`src/kdl_pkg.sv`:
```
`timescale 1ns / 1ps
// Shared types and constants for the key debouncer with long-press detection.
// Used by kdl_lane, kdl_merge and the top level; depends on nothing else.
package kdl_pkg;

    localparam logic [1:0] ST_UP    = 2'd0;
    localparam logic [1:0] ST_PRESS = 2'd1;
    localparam logic [1:0] ST_LONG  = 2'd2;

    localparam logic [1:0] TM_IDLE  = 2'd0;
    localparam logic [1:0] TM_DEB   = 2'd1;
    localparam logic [1:0] TM_LONG  = 2'd2;

    localparam logic [1:0] REG_DEBOUNCE = 2'd0;
    localparam logic [1:0] REG_LONG     = 2'd1;
    localparam logic [1:0] REG_POLARITY = 2'd2;
    localparam logic [1:0] REG_KEYCOUNT = 2'd3;

    localparam int        CFG_W        = 16;
    localparam int        LEVEL_W      = 8;
    localparam logic [15:0] DEBOUNCE_RESET = 16'd10;
    localparam logic [15:0] LONG_RESET     = 16'd1000;
    localparam logic [7:0]  POLARITY_RESET = 8'd0;
    localparam logic [3:0]  KEYCOUNT_RESET = 4'd8;

    typedef struct packed {
        logic       hit;
        logic [1:0] state;
    } event_t;

endpackage

```
`src/kdl_lane.sv`:
```
`timescale 1ns / 1ps
// One key: edge detector, debounce and long-press timer, three-state machine.
// Depends on kdl_pkg for state and timer mode codes and the event type.
module kdl_lane #(
    parameter int TIMER_BITS = 16
) (
    input  logic                  clk,
    input  logic                  rst_n,
    input  logic                  step,
    input  logic                  level,
    input  logic                  pressed,
    input  logic [TIMER_BITS-1:0] deb_load,
    input  logic [TIMER_BITS-1:0] long_load,
    output kdl_pkg::event_t       ev
);

    logic [1:0]            state_reg, state_next;
    logic [1:0]            mode_reg, mode_next;
    logic [TIMER_BITS-1:0] count_reg, count_next;
    logic                  armed_reg, armed_next;
    logic                  prev_reg;

    always_comb
    begin
        logic                  watched;
        logic                  at_pressed;
        logic [TIMER_BITS-1:0] dec;
        state_next = state_reg;
        mode_next  = mode_reg;
        count_next = count_reg;
        armed_next = armed_reg;
        watched    = (state_reg == kdl_pkg::ST_UP) ? pressed : ~pressed;
        at_pressed = (level == pressed);
        dec        = count_reg - TIMER_BITS'(1);
        if (armed_reg && (prev_reg != level) && (level == watched))
        begin
            armed_next = 1'b0;
            mode_next  = kdl_pkg::TM_DEB;
            count_next = deb_load;
        end
        else if (mode_reg != kdl_pkg::TM_IDLE)
        begin
            count_next = dec;
            if (dec == '0)
            begin
                mode_next = kdl_pkg::TM_IDLE;
                case (state_reg)
                    kdl_pkg::ST_UP:
                    begin
                        if (at_pressed && mode_reg == kdl_pkg::TM_DEB)
                        begin
                            state_next = kdl_pkg::ST_PRESS;
                            mode_next  = kdl_pkg::TM_LONG;
                            count_next = long_load;
                        end
                        armed_next = 1'b1;
                    end
                    kdl_pkg::ST_PRESS:
                    begin
                        if (at_pressed && mode_reg == kdl_pkg::TM_LONG)
                        begin
                            state_next = kdl_pkg::ST_LONG;
                        end
                        else if (!at_pressed && mode_reg == kdl_pkg::TM_DEB)
                        begin
                            state_next = kdl_pkg::ST_UP;
                            armed_next = 1'b1;
                        end
                        else
                        begin
                            armed_next = 1'b1;
                            mode_next  = kdl_pkg::TM_LONG;
                            count_next = long_load;
                        end
                    end
                    default:
                    begin
                        if (!at_pressed && mode_reg == kdl_pkg::TM_DEB)
                        begin
                            state_next = kdl_pkg::ST_UP;
                        end
                        armed_next = 1'b1;
                    end
                endcase
            end
        end
    end

    always_ff @(posedge clk or negedge rst_n)
    begin
        if (!rst_n)
        begin
            state_reg <= kdl_pkg::ST_UP;
            mode_reg  <= kdl_pkg::TM_IDLE;
            count_reg <= '0;
            armed_reg <= 1'b1;
            prev_reg  <= ~kdl_pkg::POLARITY_RESET[0];
        end
        else if (step)
        begin
            state_reg <= state_next;
            mode_reg  <= mode_next;
            count_reg <= count_next;
            armed_reg <= armed_next;
            prev_reg  <= level;
        end
    end

    assign ev.hit   = step && (state_next != state_reg);
    assign ev.state = state_next;

endmodule

```
`src/kdl_merge.sv`:
```
`timescale 1ns / 1ps
// Collects the state changes of one tick and sends them out one word at a time,
// lowest key first, through a registered output. Depends on kdl_pkg.
module kdl_merge #(
    parameter int NUM_KEYS = 8
) (
    input  logic                   clk,
    input  logic                   rst_n,
    input  logic                   accept,
    input  kdl_pkg::event_t        ev [NUM_KEYS],
    output logic                   in_ready,
    output logic                   out_valid,
    input  logic                   out_ready,
    output logic [2:0]             out_index,
    output logic [1:0]             out_state,
    output logic                   out_last
);

    localparam int IW = (NUM_KEYS > 1) ? $clog2(NUM_KEYS) : 1;

    logic [NUM_KEYS-1:0] mask_reg, mask_next;
    logic [1:0]          pend_state_reg [NUM_KEYS];
    logic                valid_reg;
    logic [2:0]          index_reg;
    logic [1:0]          state_reg;
    logic                last_reg;

    logic [NUM_KEYS-1:0] rest;
    logic [IW-1:0]       sel;
    logic [2:0]          sel_key;
    logic                load_out, pop, single;

    always_comb
    begin
        sel     = '0;
        sel_key = '0;
        for (int i = NUM_KEYS - 1; i >= 0; i--)
        begin
            if (mask_reg[i])
            begin
                sel     = IW'(i);
                sel_key = 3'(i);
            end
        end
    end

    assign rest     = mask_reg & (mask_reg - NUM_KEYS'(1));
    assign single   = (rest == '0);
    assign load_out = !valid_reg || out_ready;
    assign pop      = load_out && (mask_reg != '0);
    assign in_ready = (mask_reg == '0) || (pop && single);

    always_comb
    begin
        mask_next = pop ? rest : mask_reg;
        if (accept)
        begin
            for (int i = 0; i < NUM_KEYS; i++)
            begin
                mask_next[i] = ev[i].hit;
            end
        end
    end

    always_ff @(posedge clk or negedge rst_n)
    begin
        if (!rst_n)
        begin
            mask_reg  <= '0;
            valid_reg <= 1'b0;
        end
        else
        begin
            mask_reg <= mask_next;
            if (pop)
            begin
                valid_reg <= 1'b1;
            end
            else if (out_ready)
            begin
                valid_reg <= 1'b0;
            end
        end
    end

    always_ff @(posedge clk)
    begin
        if (accept)
        begin
            for (int i = 0; i < NUM_KEYS; i++)
            begin
                pend_state_reg[i] <= ev[i].state;
            end
        end
        if (pop)
        begin
            index_reg <= sel_key;
            state_reg <= pend_state_reg[sel];
            last_reg  <= single;
        end
    end

    assign out_valid = valid_reg;
    assign out_index = index_reg;
    assign out_state = state_reg;
    assign out_last  = last_reg;

endmodule

```
`src/key_debounce_long_press_top.sv`:
```
`timescale 1ns / 1ps
// Channel | Dir | Handshake         | Content
// s_*     | in  | s_tvalid/s_tready | tdata[7:0] key_levels
// m_*     | out | m_tvalid/m_tready | tdata[2:0] key_index, [4:3] key state; tlast last
// cfg_*   | in  | cfg_we            | cfg_addr register index, cfg_wdata value
// A tick is taken in the cycle it arrives whenever no earlier events are waiting.
// A tick that changes k keys yields k words on consecutive cycles when m_tready is held.
// The next tick is taken in the cycle the final waiting event moves to the output register.
// Reset restores the register defaults and puts every key in the up state at once.
// Stalls on m_tready hold the output word and, once events queue, hold s_tready low.
// Top level of the key debouncer; depends on kdl_pkg, kdl_lane and kdl_merge.
module key_debounce_long_press_top #(
    parameter int NUM_KEYS   = 8,
    parameter int TIMER_BITS = 16
) (
    input  logic        clk,
    input  logic        rst_n,
    input  logic        s_tvalid,
    output logic        s_tready,
    input  logic [7:0]  s_tdata,   // [7:0] key_levels
    output logic        m_tvalid,
    input  logic        m_tready,
    output logic [7:0]  m_tdata,   // [2:0] key_index, [4:3] key state, [7:5] zero
    output logic        m_tlast,
    input  logic        cfg_we,
    input  logic [1:0]  cfg_addr,
    input  logic [15:0] cfg_wdata
);

    localparam logic [31:0] TMAX = 32'((64'd1 << TIMER_BITS) - 64'd1);

    logic [15:0] deb_reg;
    logic [15:0] long_reg;
    logic [7:0]  pol_reg;
    logic [3:0]  kcnt_reg;

    logic                  accept;
    logic [TIMER_BITS-1:0] deb_load, long_load;
    kdl_pkg::event_t       ev [NUM_KEYS];
    logic [2:0]            out_index;
    logic [1:0]            out_state;

    always_ff @(posedge clk or negedge rst_n)
    begin
        if (!rst_n)
        begin
            deb_reg  <= kdl_pkg::DEBOUNCE_RESET;
            long_reg <= kdl_pkg::LONG_RESET;
            pol_reg  <= kdl_pkg::POLARITY_RESET;
            kcnt_reg <= kdl_pkg::KEYCOUNT_RESET;
        end
        else if (cfg_we)
        begin
            case (cfg_addr)
                kdl_pkg::REG_DEBOUNCE: deb_reg  <= cfg_wdata;
                kdl_pkg::REG_LONG:     long_reg <= cfg_wdata;
                kdl_pkg::REG_POLARITY: pol_reg  <= cfg_wdata[7:0];
                kdl_pkg::REG_KEYCOUNT: kcnt_reg <= cfg_wdata[3:0];
                default:               deb_reg  <= deb_reg;
            endcase
        end
    end

    always_comb
    begin
        logic [31:0] d, l;
        d = {16'd0, deb_reg};
        l = {16'd0, long_reg};
        if (d == 32'd0)
        begin
            d = 32'd1;
        end
        else if (d > TMAX)
        begin
            d = TMAX;
        end
        if (l == 32'd0)
        begin
            l = 32'd1;
        end
        else if (l > TMAX)
        begin
            l = TMAX;
        end
        deb_load  = d[TIMER_BITS-1:0];
        long_load = l[TIMER_BITS-1:0];
    end

    assign accept = s_tvalid && s_tready;

    for (genvar i = 0; i < NUM_KEYS; i++)
    begin : g_lane
        logic lvl, pol, en;
        if (i < kdl_pkg::LEVEL_W)
        begin : g_pin
            assign lvl = s_tdata[i];
            assign pol = pol_reg[i];
        end
        else
        begin : g_nopin
            assign lvl = 1'b0;
            assign pol = 1'b0;
        end
        assign en = (32'(i) < {28'd0, kcnt_reg});

        kdl_lane #(
            .TIMER_BITS (TIMER_BITS)
        ) u_lane (
            .clk       (clk),
            .rst_n     (rst_n),
            .step      (accept && en),
            .level     (lvl),
            .pressed   (pol),
            .deb_load  (deb_load),
            .long_load (long_load),
            .ev        (ev[i])
        );
    end

    kdl_merge #(
        .NUM_KEYS (NUM_KEYS)
    ) u_merge (
        .clk       (clk),
        .rst_n     (rst_n),
        .accept    (accept),
        .ev        (ev),
        .in_ready  (s_tready),
        .out_valid (m_tvalid),
        .out_ready (m_tready),
        .out_index (out_index),
        .out_state (out_state),
        .out_last  (m_tlast)
    );

    assign m_tdata = {3'b000, out_state, out_index};

endmodule

```
`config.mk`:
```
export PLATFORM = sky130hd
export DESIGN_NAME = key_debounce_long_press_top
export DESIGN_NICKNAME = d
export VERILOG_FILES = /design/src/kdl_pkg.sv /design/src/kdl_lane.sv /design/src/kdl_merge.sv /design/src/key_debounce_long_press_top.sv
export SDC_FILE = /design/constraint.sdc
export NUM_CORES = 1
export LEC_CHECK = 0
export ABC_AREA = 1
export BUFFER_PORTS_ARGS = -buffer_cell sky130_fd_sc_hd__buf_2
export CAP_MARGIN = 20
export CORE_ASPECT_RATIO = 1.5
export CORE_MARGIN = 4
export CORE_UTILIZATION = 30
export CTS_CLUSTER_SIZE = 14
export DETAILED_ROUTE_END_ITERATION = 16
export PLACE_DENSITY_LB_ADDON = 0.3
export SYNTH_ARGS = -nofsm -noshare
export SYNTH_HDL_FRONTEND = slang
export SYNTH_HIERARCHICAL = 1
export SYNTH_SLANG_ARGS = --single-unit
```
`constraint.sdc`:
```
create_clock -name clk -period 3.5 [get_ports clk]
set_input_delay 0.7 -clock clk [delete_from_list [all_inputs] [get_ports clk]]
set_output_delay 0.7 -clock clk [all_outputs]
set_load 0.1 [all_outputs]
```
Word-level counts from Yosys, hierarchy flattened
Memories as Yosys holds them, arrays and structs flattened. A register that Yosys moved wholly into a read port is not among the register bits. Index checks and enable logic that the tools add are counted.

Bits in registers: 233. RAM bits: 16. Bits of input ports: 31. Output and inout bits: 11. Memories kept: 1.

$add $sub $neg: 9. Order comparisons: 8. Eq/ne operators: 67. Mux-type cells: 232. Bitwise operators: 9. Reductions and logical operators: 146.

Memories: u_merge.pend_state_reg (words 8, bits a word 2, read ports 1, clocked after memory_dff 1, write ports 8, RTL line kdl_merge.sv:22) `logic [1:0] pend_state_reg [NUM_KEYS];`.

Operator list (count): 16-bit 2-to-1 mux (50); 16-bit one-hot mux with 2 select lines (8); 2-bit 2-to-1 mux (96); 16-bit logical NOT (10); 16-bit by 1-bit subtractor with 16-bit output, second input constant (8); 2-bit one-hot mux with 2 select lines (16); 1-bit logical AND (59); 1-bit 2-to-1 mux (52); 2-bit nonzero test (26); 2-bit by 1-bit equality test with 1-bit output, second input constant (17); 4-bit AND reduction (8); 3-bit 2-to-1 mux (8); 3-bit by 2-bit != test with 1-bit output, second input constant (8); 2-bit AND reduction (12); 3-bit AND reduction (8); 2-bit equality test, second input constant (10); 2-bit logical NOT (9); 1-bit equality test (16); 8-bit logical NOT (2); 3-bit by 4-bit less-than comparator with 1-bit output, first input constant (4); 8-bit 2-to-1 mux (2); 2-bit != test (8); 1-bit logical NOT (9); 8-bit bitwise AND (1); other kinds (7) (24).

Logic depth before layout (Yosys ltp)
Gate-level depths: netlist of the first run.

Depth after elaboration: 12. Mapped depth: 20. Depth with buffers taken out: 19.

Hierarchy
Netlist of the first run, hierarchy kept.

By module, submodules not included: kdl_lane (g_lane[0].u_lane ...) (instances 4, cells an instance 348, area an instance 2083.2 µm², sequential area each 553.0 µm²); kdl_lane (g_lane[4].u_lane ...) (instances 3, cells an instance 339, area an instance 1973.1 µm², sequential area each 553.0 µm²); key_debounce_long_press_top (instances 1, cells an instance 247, area an instance 2073.2 µm², sequential area each 1112.3 µm²); kdl_lane (g_lane[7].u_lane) (instances 1, cells an instance 336, area an instance 2021.9 µm², sequential area each 553.0 µm²); kdl_merge (instances 1, cells an instance 156, area an instance 1560.2 µm², sequential area each 885.8 µm²).

Least setup slack after synthesis of the first run
Ideal clock, no wire load.

Kind: register to register. Start point: reg u_merge.mask_reg[1]. End point: reg g_lane[4].u_lane.count_reg[10]. Setup time: 0.126 ns. Data arrival time: 4.091 ns. Required time: 3.374 ns. Setup slack: -0.717 ns. Cell stages (with the launch flop): 21. Path buffers: 2. Clock period less this slack: 4.217 ns. Path through: dfrtp_1 -> nor2_4 -> nand2_4 -> o21ai_1 -> inv_1 -> nor2_1 -> nand3_1 -> o22ai_2 -> nand2_1 -> inv_1 -> o21ai_0 -> a21oi_1 -> clkbuf_1 -> inv_1 -> nor2_1 -> inv_1 -> nand2_2 -> inv_2 -> buf_2 -> a21oi_1 -> a21oi_1.

Longest elaborated chain between the ends: 8. Elaborated cells on any way between the ends: 11. Classes of those cells: 1 x add/sub; 1 x bitwise; 9 x reduce/logical.

RTL lines: start, declared (RTL line kdl_merge.sv:21) `logic [NUM_KEYS-1:0] mask_reg, mask_next;`; start signal, assigned (RTL line kdl_merge.sv:74) `mask_reg <= mask_next;`; 8-bit by 1-bit subtractor with 8-bit output (RTL line kdl_merge.sv:47) `assign rest = mask_reg & (mask_reg - NUM_KEYS'(1));`; 8-bit bitwise AND (RTL line kdl_merge.sv:47); 8-bit logical NOT (RTL line kdl_merge.sv:48) `assign single = (rest == '0);`; 1-bit logical AND (RTL line kdl_merge.sv:51) `assign in_ready = (mask_reg == '0) || (pop && single);`; 1-bit logical OR * (RTL line kdl_merge.sv:51); via s_tready (RTL line key_debounce_long_press_top.sv:19) `output logic s_tready,`; 1-bit logical AND * (RTL line key_debounce_long_press_top.sv:89) `assign accept = s_tvalid && s_tready;`; via accept (RTL line key_debounce_long_press_top.sv:37) `logic accept;`; 1-bit logical AND * (RTL line key_debounce_long_press_top.sv:111) `.step (accept && en),`; 2-bit AND reduction (no line) *; end signal, assigned (RTL line kdl_lane.sv:103) `count_reg <= count_next;`; end, declared (RTL line kdl_lane.sv:19) `logic [TIMER_BITS-1:0] count_reg, count_next;`.

Mark *: on every way through the listed nets, which the timed path passes. The rest lies on a longest branch. A chain may end at the register's enable or synchronous reset.

Final worst setup path of the first run
Start point: reg u_merge.mask_reg[0]. End point: out s_tready.

Longest elaborated chain between the ends: 5. Elaborated cells on any way between the ends: 8. Classes of those cells: 1 x add/sub; 1 x bitwise; 6 x reduce/logical.

RTL lines (RTL line): 8-bit by 1-bit subtractor with 8-bit output (kdl_merge.sv:47); 8-bit bitwise AND (kdl_merge.sv:47); 8-bit logical NOT (kdl_merge.sv:48); 1-bit logical AND (kdl_merge.sv:51); 1-bit logical OR * (kdl_merge.sv:51); end, declared (key_debounce_long_press_top.sv:19).

Mark *: on every way between the ends. The rest lies on a longest branch, timed or not.

==> impl_metrics.json, run 1 <==
{
  "end_kind": "primary output",
  "r2r_setup_slack_ns": 0.27,
  "ir_worst_vdd_uv": 315,
  "status": "finished, violations left",
  "rsz0062_at_grt": "false",
  "htree_num_levels": 1,
  "drc": 0,
  "gr-total-overflow": 0,
  "fin_nets": 3232,
  "hold_violations": 1,
  "crit_required_ns": 2.80,
  "synth_cells": 3148,
  "initial_core_util_pct": 30.3,
  "p_per_area_nw_per_um2": 837,
  "cts_buffers": 27,
  "clock_path_buffers": 3,
  "violations": "hold timing",
  "fp.dieW_um": 218,
  "fillCellCount": 7275,
  "vias_per_cell": 4.89,
  "fin_setup_tns_ns": 0,
  "period_minus_slack_ns": 3.27,
  "track_usage_pct": 19.6,
  "grt_pass1_wl_um": 109000,
  "total_power_mw": 18.6,
  "ant_nets": 0,
  "layout-drive-gt1-share_pct": 12.4,
  "numPortBuffers": 38,
  "die-area_um2": 70600,
  "hpwl_um": 50900,
  "cts.sinks": 251,
  "die_h_um": 324,
  "setup_viol_count_final": 0,
  "cp-start-kind": "register",
  "vias": 20000,
  "whs_ns": -0.00143,
  "grt_max_degree": 100,
  "ys_ff_latch": 251,
  "leakage_nw": 10.8,
  "drt-total-wl_um": 70800,
  "cp.arrival_ns": 2.57,
  "drt-pass1-iter-count": 6,
  "synth_area_per_cell_um2": 6.32,
  "area_growth_syn_to_layout_pct": 11.4,
  "crit_type": "reg2out",
  "largest_reg_flops": 128,
  "layout.area.seq_um2": 6420,
  "fmaxAchievable_mhz": 306,
  "syn_area_um2": 19900,
  "slew_violations": 0,
  "yosysUniqueCellTypes": 50,
  "wl_per_cell_um": 17.3,
  "yosysSeqAreaShare_pct": 32.3,
  "slew_headroom_pct": 42.7,
  "clk_latency_ns": 0.58,
  "antenna_found_initial": 3,
  "gp_congestion": 0.925,
  "path_max_fanout": 5,
  "skew_ns": 0.0185,
  "max_cap_violations": 0,
  "period_share_pct": 93.4,
  "multiInputGateArea_um2": 11300,
  "max_slew.worst_pin.slew_ns": 0.859,
  "row_count": 115,
  "core_area_um2": 65600,
  "first_iter_violations": 1344,
  "grt_pass1_vias": 19300,
  "io_pins": 42,
  "clockRootBuffer": "clkbuf_16",
  "ys_warn_count": 6,
  "clkTransAtPathRegs_ns": 0.07,
  "cts_tree": "built",
  "min_path_type": "in2async"
}
-- stage by stage --
| stage | hold WS, ns | setup WS, ns | area, um^2 | util, % | std cells |
|---|---|---|---|---|---|
| floorplan | 0.404 | 0.0143 | 19900 | - | 3150 |
| global placement | 0.455 | 0.0768 | 21200 | 32.4 | 4031 |
| detailed placement | 0.457 | 0.00976 | 21200 | 32.4 | 4031 |
| CTS | 0.00367 | 0.203 | 22100 | 33.8 | 4081 |
| global route | 0.0232 | 0.0208 | 22200 | 33.8 | 4083 |
| finish | -0.00143 | 0.231 | 22200 | 33.8 | 4085 |
-- layer usage --
metal	vias to the layer above	track usage (%)	part of all wire, %
li1	10000	-	-
met1	9229	23.7	41
met2	542	34.3	48
met5	-	0	0
met4	0	10.1	5.8
met3	175	2.44	5.3
-- power breakdown --
part	internal (mW)	total [mW]	leakage, nW	switching, mW
clock	1.75	3.10	0.441	1.35
sequential	4.15	5.34	2.94	1.19
combinational	2.98	10.1	7.40	7.15
total	8.87	18.6	10.8	9.69
-- synth_stat cells, drive strengths merged --
cell type	number	share of area [%]
edfxtp	22	3.3
xor2	8	0.35
buf	45	1.3
a211oi	1	0.063
o2111ai	1	0.044
a22oi	10	0.38
dfrtp	204	26
or2	4	0.13
dfstp	25	3.3
o22ai	5	0.19
o21ai	266	7.1
o311ai	1	0.082
o211ai	31	1.2
clkinv	18	0.36
clkbuf	44	0.83
ha	16	1.0
inv	443	8.4
a21oi	152	4.2
nand2	998	20
a21o	1	0.038
and2	7	0.22
o21bai	4	0.15
nand3b	8	0.30
nand3	248	6.9
nor2	514	12
conb	1	0.019
nand4	48	1.6
nor3	19	0.73
xnor2	4	0.18
-- worst max-delay path: stages (launching register included) --
cell	delay, ns
dfrtp_1	0.44
nor2_4	0.21
nand2_4	0.12
nand2_1	0.10
o2111ai_1	0.10
nor2_1	0.12
nand3_1	0.16
o22ai_4	0.24
buf_2	0.49
-- cell usage in the layout, fill, tap and decap left out, drive strengths merged --
| master | n |
|---|---|
| nand3 | 248 |
| nand4 | 48 |
| dfstp | 25 |
| or2 | 4 |
| ha | 16 |
| a21o | 1 |
| xnor2 | 4 |
| nand3b | 8 |
| clkinv | 28 |
| o2111ai | 1 |
| o22ai | 5 |
| clkinvlp | 9 |
| inv | 442 |
| o21ai | 266 |
| nor2 | 514 |
| a22oi | 10 |
| diode | 2 |
| a21oi | 152 |
| o21bai | 4 |
| conb | 3 |
| o211ai | 31 |
| o311ai | 1 |
| bufinv | 4 |
| edfxtp | 22 |
| dfrtp | 204 |
| buf | 93 |
| a211oi | 1 |
| nand2 | 998 |
| and2 | 7 |
| xor2 | 8 |
| clkbuf | 30 |
| nor3 | 19 |
-- cell families after synthesis --
family          synth area share, %
compound gates                 13.4
xor+xnor                      0.528
fa+ha+maj                      1.01
buf+inv                        10.9
flops                          32.3
other cells                  0.0188
simple gates                   41.9
-- worst paths after layout --
kind / from / end / cells past startpoint
setup / recovery: u_merge/mask_reg[0] / s_tready / 8
hold / removal: rst_n / g_lane[6].u_lane/count_reg[9] / 1
setup reg to reg: u_merge/mask_reg[0] / g_lane[7].u_lane/count_reg[0] / 17
hold reg to reg: g_lane[4].u_lane/prev_reg / g_lane[4].u_lane/prev_reg / 2
max in group asynchronous: rst_n / u_merge/out_valid / 2
min in group clk: m_tready / u_merge/out_valid / 2
-- layout make-up --
| class | instances | area share, % |
|---|---|---|
| clock buffers | 30 | 3.19 |
| inverters | 461 | 7.87 |
| diodes | 2 | 0.0226 |
| flip-flops and latches | 251 | 29.0 |
| clock inverters | 20 | 0.953 |
| repair buffers | 93 | 2.82 |
| repair inverters | 2 | 0.0677 |
| well taps | 877 | 4.95 |
| multi-input cells | 2349 | 51.2 |
-- what timing repair did --
action / in CTS / in global routing
endpoints found under the setup margin: 0 / 20
hold buffers: 0 / 0
buffers inserted: 0 / 0
gates resized for setup: 0 / 6
No activity file was read; power rests on OpenSTA's default activity.
==> run 2, diff against run 1 <==
CELL_PAD_IN_SITES_DETAIL_PLACEMENT = 0   (was unset)
CELL_PAD_IN_SITES_GLOBAL_PLACEMENT = 1   (was unset)
==> impl_metrics.json, run 2 (synthesis gave the netlist of run 1 again) <==
{
  "status": "complete, no violations",
  "area_growth_syn_to_layout_pct": 12.0,
  "slew_violations": 0,
  "track_usage_pct": 21.0,
  "clock_path_buffers": 3,
  "path_max_fanout": 5,
  "multiInputGateArea_um2": 11300,
  "largest_reg_flops": 128,
  "setup_slack_ns": 0.225,
  "final_common_cell": "nand2_1",
  "antenna_found_initial": 3,
  "vias": 19900,
  "total_power_mw": 18.9,
  "hpwl_um": 53800,
  "fin_nets": 3238,
  "clk_latency_ns": 0.59,
  "max_slew.worst_pin.slew_ns": 0.790,
  "period_share_pct": 93.6,
  "row_count": 115,
  "numPortBuffers": 38,
  "cts.sinks": 251,
  "final_cell_area_um2": 22300,
  "gp_congestion": 0.872,
  "timing.rr.start": "u_merge/mask_reg[0]",
  "max_cap_violations": 0,
  "mostFrequentLayoutCells": "nand2_1, nor2_1, inv_1, nand3_1, dfrtp_1",
  "gr-total-overflow": 0,
  "crit_type": "reg2out",
  "fillCellCount": 7406,
  "vias_per_cell": 4.87,
  "hold_violations": 0,
  "cp.arrival_ns": 2.57,
  "crit_required_ns": 2.80,
  "die_h_um": 324,
  "htree_num_levels": 1,
  "drt-pass1-iter-count": 7,
  "p_per_area_nw_per_um2": 846,
  "die-area_um2": 70600,
  "r2r_setup_slack_ns": 0.32,
  "cts_buffers": 30,
  "ant_nets": 0,
  "ir_worst_vdd_uv": 591,
  "grt_pass1_vias": 19400,
  "first_iter_violations": 1368,
  "rsz0062_at_grt": "false",
  "fp.dieW_um": 218,
  "cts_tree": "built",
  "wl_per_cell_um": 18.3,
  "io_pins": 42,
  "period_minus_slack_ns": 3.27,
  "reg2reg_depth": 15,
  "drt-total-wl_um": 74800,
  "end_kind": "primary output",
  "leakage_nw": 10.9,
  "layout.area.seq_um2": 6420,
  "cp-start-kind": "register",
  "skew_ns": 0.00996,
  "core_area_um2": 65600,
  "placement.cell_area_um2": 21300,
  "layout-drive-gt1-share_pct": 12.7,
  "utilization_pct": 34.0,
  "fin_setup_tns_ns": 0,
  "initial_core_util_pct": 30.3,
  "clkTransAtPathRegs_ns": 0.07,
  "post-place-ws_ns": -0.0570,
  "grt_pass1_wl_um": 115000,
  "reg2reg_to": "g_lane[2].u_lane/count_reg[2]",
  "min_path_type": "in2async",
  "setup_viol_count_final": 0,
  "slew_headroom_pct": 47.3,
  "grt_max_degree": 63,
  "clockRootBuffer": "clkbuf_16",
  "drc": 0,
  "fmaxAchievable_mhz": 305
}
[run 2: cell count changes in the layout (fill, tap and decap cells not counted), sizes merged]
cell	change
bufinv	-2
clkinvlp	-2
diode	+1
buf	+3
clkbuf	+7
clkinv	+3
[run 2: worst max path at each step]
stage | to | cells after the start | from
detailed placement | g_lane[2].u_lane/count_reg[2] | 11 | m_tready
floorplan | g_lane[4].u_lane/count_reg[8] | 20 | u_merge/mask_reg[0]
finish | s_tready | 8 | u_merge/mask_reg[0]
global placement | g_lane[2].u_lane/count_reg[2] | 11 | m_tready
CTS | s_tready | 8 | u_merge/mask_reg[0]
global route | g_lane[2].u_lane/count_reg[11] | 15 | u_merge/mask_reg[0]
[run 2: cell type report]
cell class / count / area share, %
Inverter: 461 / 7.84
Clock inverter: 19 / 0.668
Antenna cell: 3 / 0.0337
Clock buffer: 37 / 3.76
Timing Repair inverter: 2 / 0.0561
Multi-Input combinational cell: 2349 / 50.9
Timing Repair Buffer: 96 / 3.02
Sequential cell: 251 / 28.8
Tap cell: 877 / 4.92
[run 2: layer usage]
layer	up-vias	part of all wire [%]	GRT usage [%]
met3	90	4.1	1.90
met5	-	0.0094	0
li1	10000	-	-
met2	397	50	37.7
met4	2	2.6	5.55
met1	9414	43	26.9
[run 2: repair_timing]
item                                   4_1_cts  5_1_grt
endpoints found under the hold margin        0        0
gates resized for setup                      0        6
buffers inserted                             0        0
setup endpoints to repair                    0       30
hold buffers                                 0        0
[run 2: critical path: stages, from the launching register on]
cell,delay [ns]
dfrtp_1,0.44
nor2_4,0.21
nand2_4,0.12
nand2_1,0.10
o2111ai_1,0.12
nor2_1,0.12
nand3_1,0.15
o22ai_4,0.24
buf_2,0.48
[run 2: power breakdown]
| group | internal [mW] | switching, mW |
|---|---|---|
| logic | 3.01 | 7.26 |
| registers | 4.15 | 1.20 |
| clock network | 1.84 | 1.39 |
[run 2: per-stage QoR]
stage	hold WS, ns	cells
after floorplan	0.404	3150
after global placement	0.457	4034
after detailed placement	0.459	4034
after CTS	0.0336	4090
after global routing	0.0604	4092
final	0.0399	4095
==> run 3, diff against run 2 <==
ABC_AREA = unset   (was 1)
==> impl_metrics.json, run 3 <==
{
  "status": "complete, no violations",
  "max_cap_violations": 0,
  "async_flop_share_pct": 91.2,
  "setup_viol_count_final": 0,
  "grt_max_degree": 68,
  "core_area_um2": 60100,
  "clockRootBuffer": "clkbuf_16",
  "antenna_found_initial": 1,
  "total_power_mw": 10.8,
  "vias": 16700,
  "die-area_um2": 65000,
  "synth.area.top_cells": "dfrtp_1, nor2_1, nor3_1",
  "fmaxAchievable_mhz": 297,
  "synthSimpleGateAreaFrac_pct": 29.0,
  "cp-startpoint": "u_merge/mask_reg[2]",
  "layout-drive-gt1-share_pct": 20.9,
  "min_path_type": "in2async",
  "setup_slack_ns": 0.137,
  "synth_compound_area_share_pct": 19.6,
  "yosysUniqueCellTypes": 97,
  "slew_violations": 0,
  "path_max_fanout": 13,
  "fin_nets": 2173,
  "cp-start-kind": "register",
  "area_growth_syn_to_layout_pct": 12.7,
  "crit_required_ns": 3.95,
  "leakage_nw": 7.49,
  "track_usage_pct": 19.8,
  "use_met3_pct": 1.83,
  "hold_violations": 0,
  "synth-edff-count": 22,
  "fillCellCount": 6202,
  "cts_buffers": 28,
  "post-cts-setup-buffers": 0,
  "p_per_area_nw_per_um2": 523,
  "numPortBuffers": 38,
  "rsz0062_at_grt": "false",
  "ys_top_cells_by_count": "nor2_1, dfrtp_1, nor3_1",
  "timing.rr.start": "u_merge/mask_reg[2]",
  "initial_core_util_pct": 30.4,
  "synth.most_common_cell": "nor2_1",
  "syn_area_um2": 18300,
  "period_share_pct": 96.1,
  "synth_area_per_cell_um2": 8.73,
  "final_cell_area_um2": 20600,
  "drt-pass1-iter-count": 5,
  "clk_latency_ns": 0.57,
  "clock_path_buffers": 3,
  "ant_nets": 0,
  "first_iter_violations": 1273,
  "crit_type": "reg2reg",
  "utilization_pct": 34.2,
  "vias_per_cell": 5.69,
  "cts_tree": "built",
  "grt.met2_usage_pct": 35.3,
  "mostFrequentLayoutCells": "nor2_1, dfrtp_1, nor3_1, nand2_1, nand3_1",
  "reg2reg_depth": 12,
  "skew_ns": 0.0132,
  "io_pins": 42,
  "ys_warn_count": 6,
  "htree_num_levels": 1,
  "grt_pass1_wl_um": 101000,
  "end_kind": "register",
  "hpwl_um": 45900,
  "layout.area.seq_um2": 6420,
  "slew_headroom_pct": 29.9,
  "gr-total-overflow": 0,
  "grt_pass1_vias": 16600,
  "wl_per_cell_um": 22.7,
  "ir_worst_vdd_uv": 353,
  "die_h_um": 310,
  "cp.arrival_ns": 3.81,
  "gp_congestion": 0.877,
  "drc": 0,
  "synth_top_family_by_area": "simple AND/OR/NAND/NOR gates",
  "final_common_cell": "nor2_1",
  "synthMuxAreaShare_pct": 4.28,
  "largest_reg_flops": 128,
  "yosys_most_used_dff": "dfrtp_1",
  "synthAdderAreaFrac_pct": 1.21,
  "row_count": 110,
  "synth_cells": 2092,
  "multiInputGateArea_um2": 10700,
  "yosysSeqAreaShare_pct": 35.2,
  "post-place-ws_ns": -0.0393,
  "yosys.area_share.xor_xnor_pct": 4.34,
  "placement.cell_area_um2": 19600,
  "drt-total-wl_um": 66400,
  "globalRouteMet1Util_pct": 24.5,
  "clkTransAtPathRegs_ns": 0.06,
  "synth_area_leader_cell": "dfrtp_1",
  "period_minus_slack_ns": 3.36,
  "ys_ff_latch": 251,
  "fp.dieW_um": 209,
  "netlist.area_leader.share_pct": 28.0,
  "max_slew.worst_pin.slew_ns": 1.05,
  "cts.sinks": 251,
  "busiest_layer": "met2"
}
## run 3: timing repair
item                                    CTS  global route
hold buffers                              0             0
resized for setup                         2             0
endpoints found under the setup margin   13             0
## run 3: final timing paths
path,slack (ns),endpoint
min in group clk,0.41,g_lane[4].u_lane/prev_reg
worst max register to register,0.14,g_lane[7].u_lane/count_reg[11]
max in group asynchronous,2.50,kcnt_reg[3]
worst max-delay path,0.14,g_lane[7].u_lane/count_reg[11]
worst min-delay path,0.10,u_merge/mask_reg[1]
worst min register to register,0.50,g_lane[7].u_lane/armed_reg
## run 3: kinds of logic (layout without fill, tap and decap cells)
logic type | after synthesis | after routing
AND/OR/NAND/NOR | 930 | 930
AO/OA/AOI/OAI | 525 | 525
flip-flops | 251 | 251
buffers and inverters | 210 | 264
XOR/XNOR | 87 | 87
multiplexers | 70 | 70
adder cells (fa/ha/maj) | 18 | 18
other | 1 | 4
## run 3: layout make-up
type	instances	area share, %
multi-input cells	1633	52.2
flip-flops and latches	251	31.2
repair buffers	160	6.00
well taps	784	4.77
clock buffers	41	4.19
inverters	52	0.955
clock inverters	11	0.657
diodes	1	0.0122
## run 3: metal layers
layer | vias up | routed length, um
met1 | 8353 | 27300
met5 | - | 0
met3 | 108 | 2770
met4 | 0 | 3120
li1 | 7802 | -
met2 | 429 | 33200
## run 3: worst max-delay path, cell delays in order, from the launching register on
cell,delay (ns)
dfrtp_1,0.38
or4_4,0.56
maj3_2,0.34
a211oi_2,0.19
o22a_2,0.19
a22o_4,0.13
nand2_4,0.10
nor2_1,0.25
buf_4,0.22
clkinv_2,0.08
or3_4,0.49
a211oi_1,0.21
nor3_1,0.09
## run 3: through the flow
step	TNS [ns]	hold slack, ns	cells
global placement	-0.0498	0.490	2879
floorplan	-0.0471	0.404	2094
global route	0	0.141	2932
finish	0	0.104	2933
detailed placement	-0.178	0.492	2880
CTS	0	0.138	2932
## run 3: where the power goes
group	internal [mW]	switching, mW
registers	3.52	0.946
clock network	1.92	1.33
logic	1.23	1.82
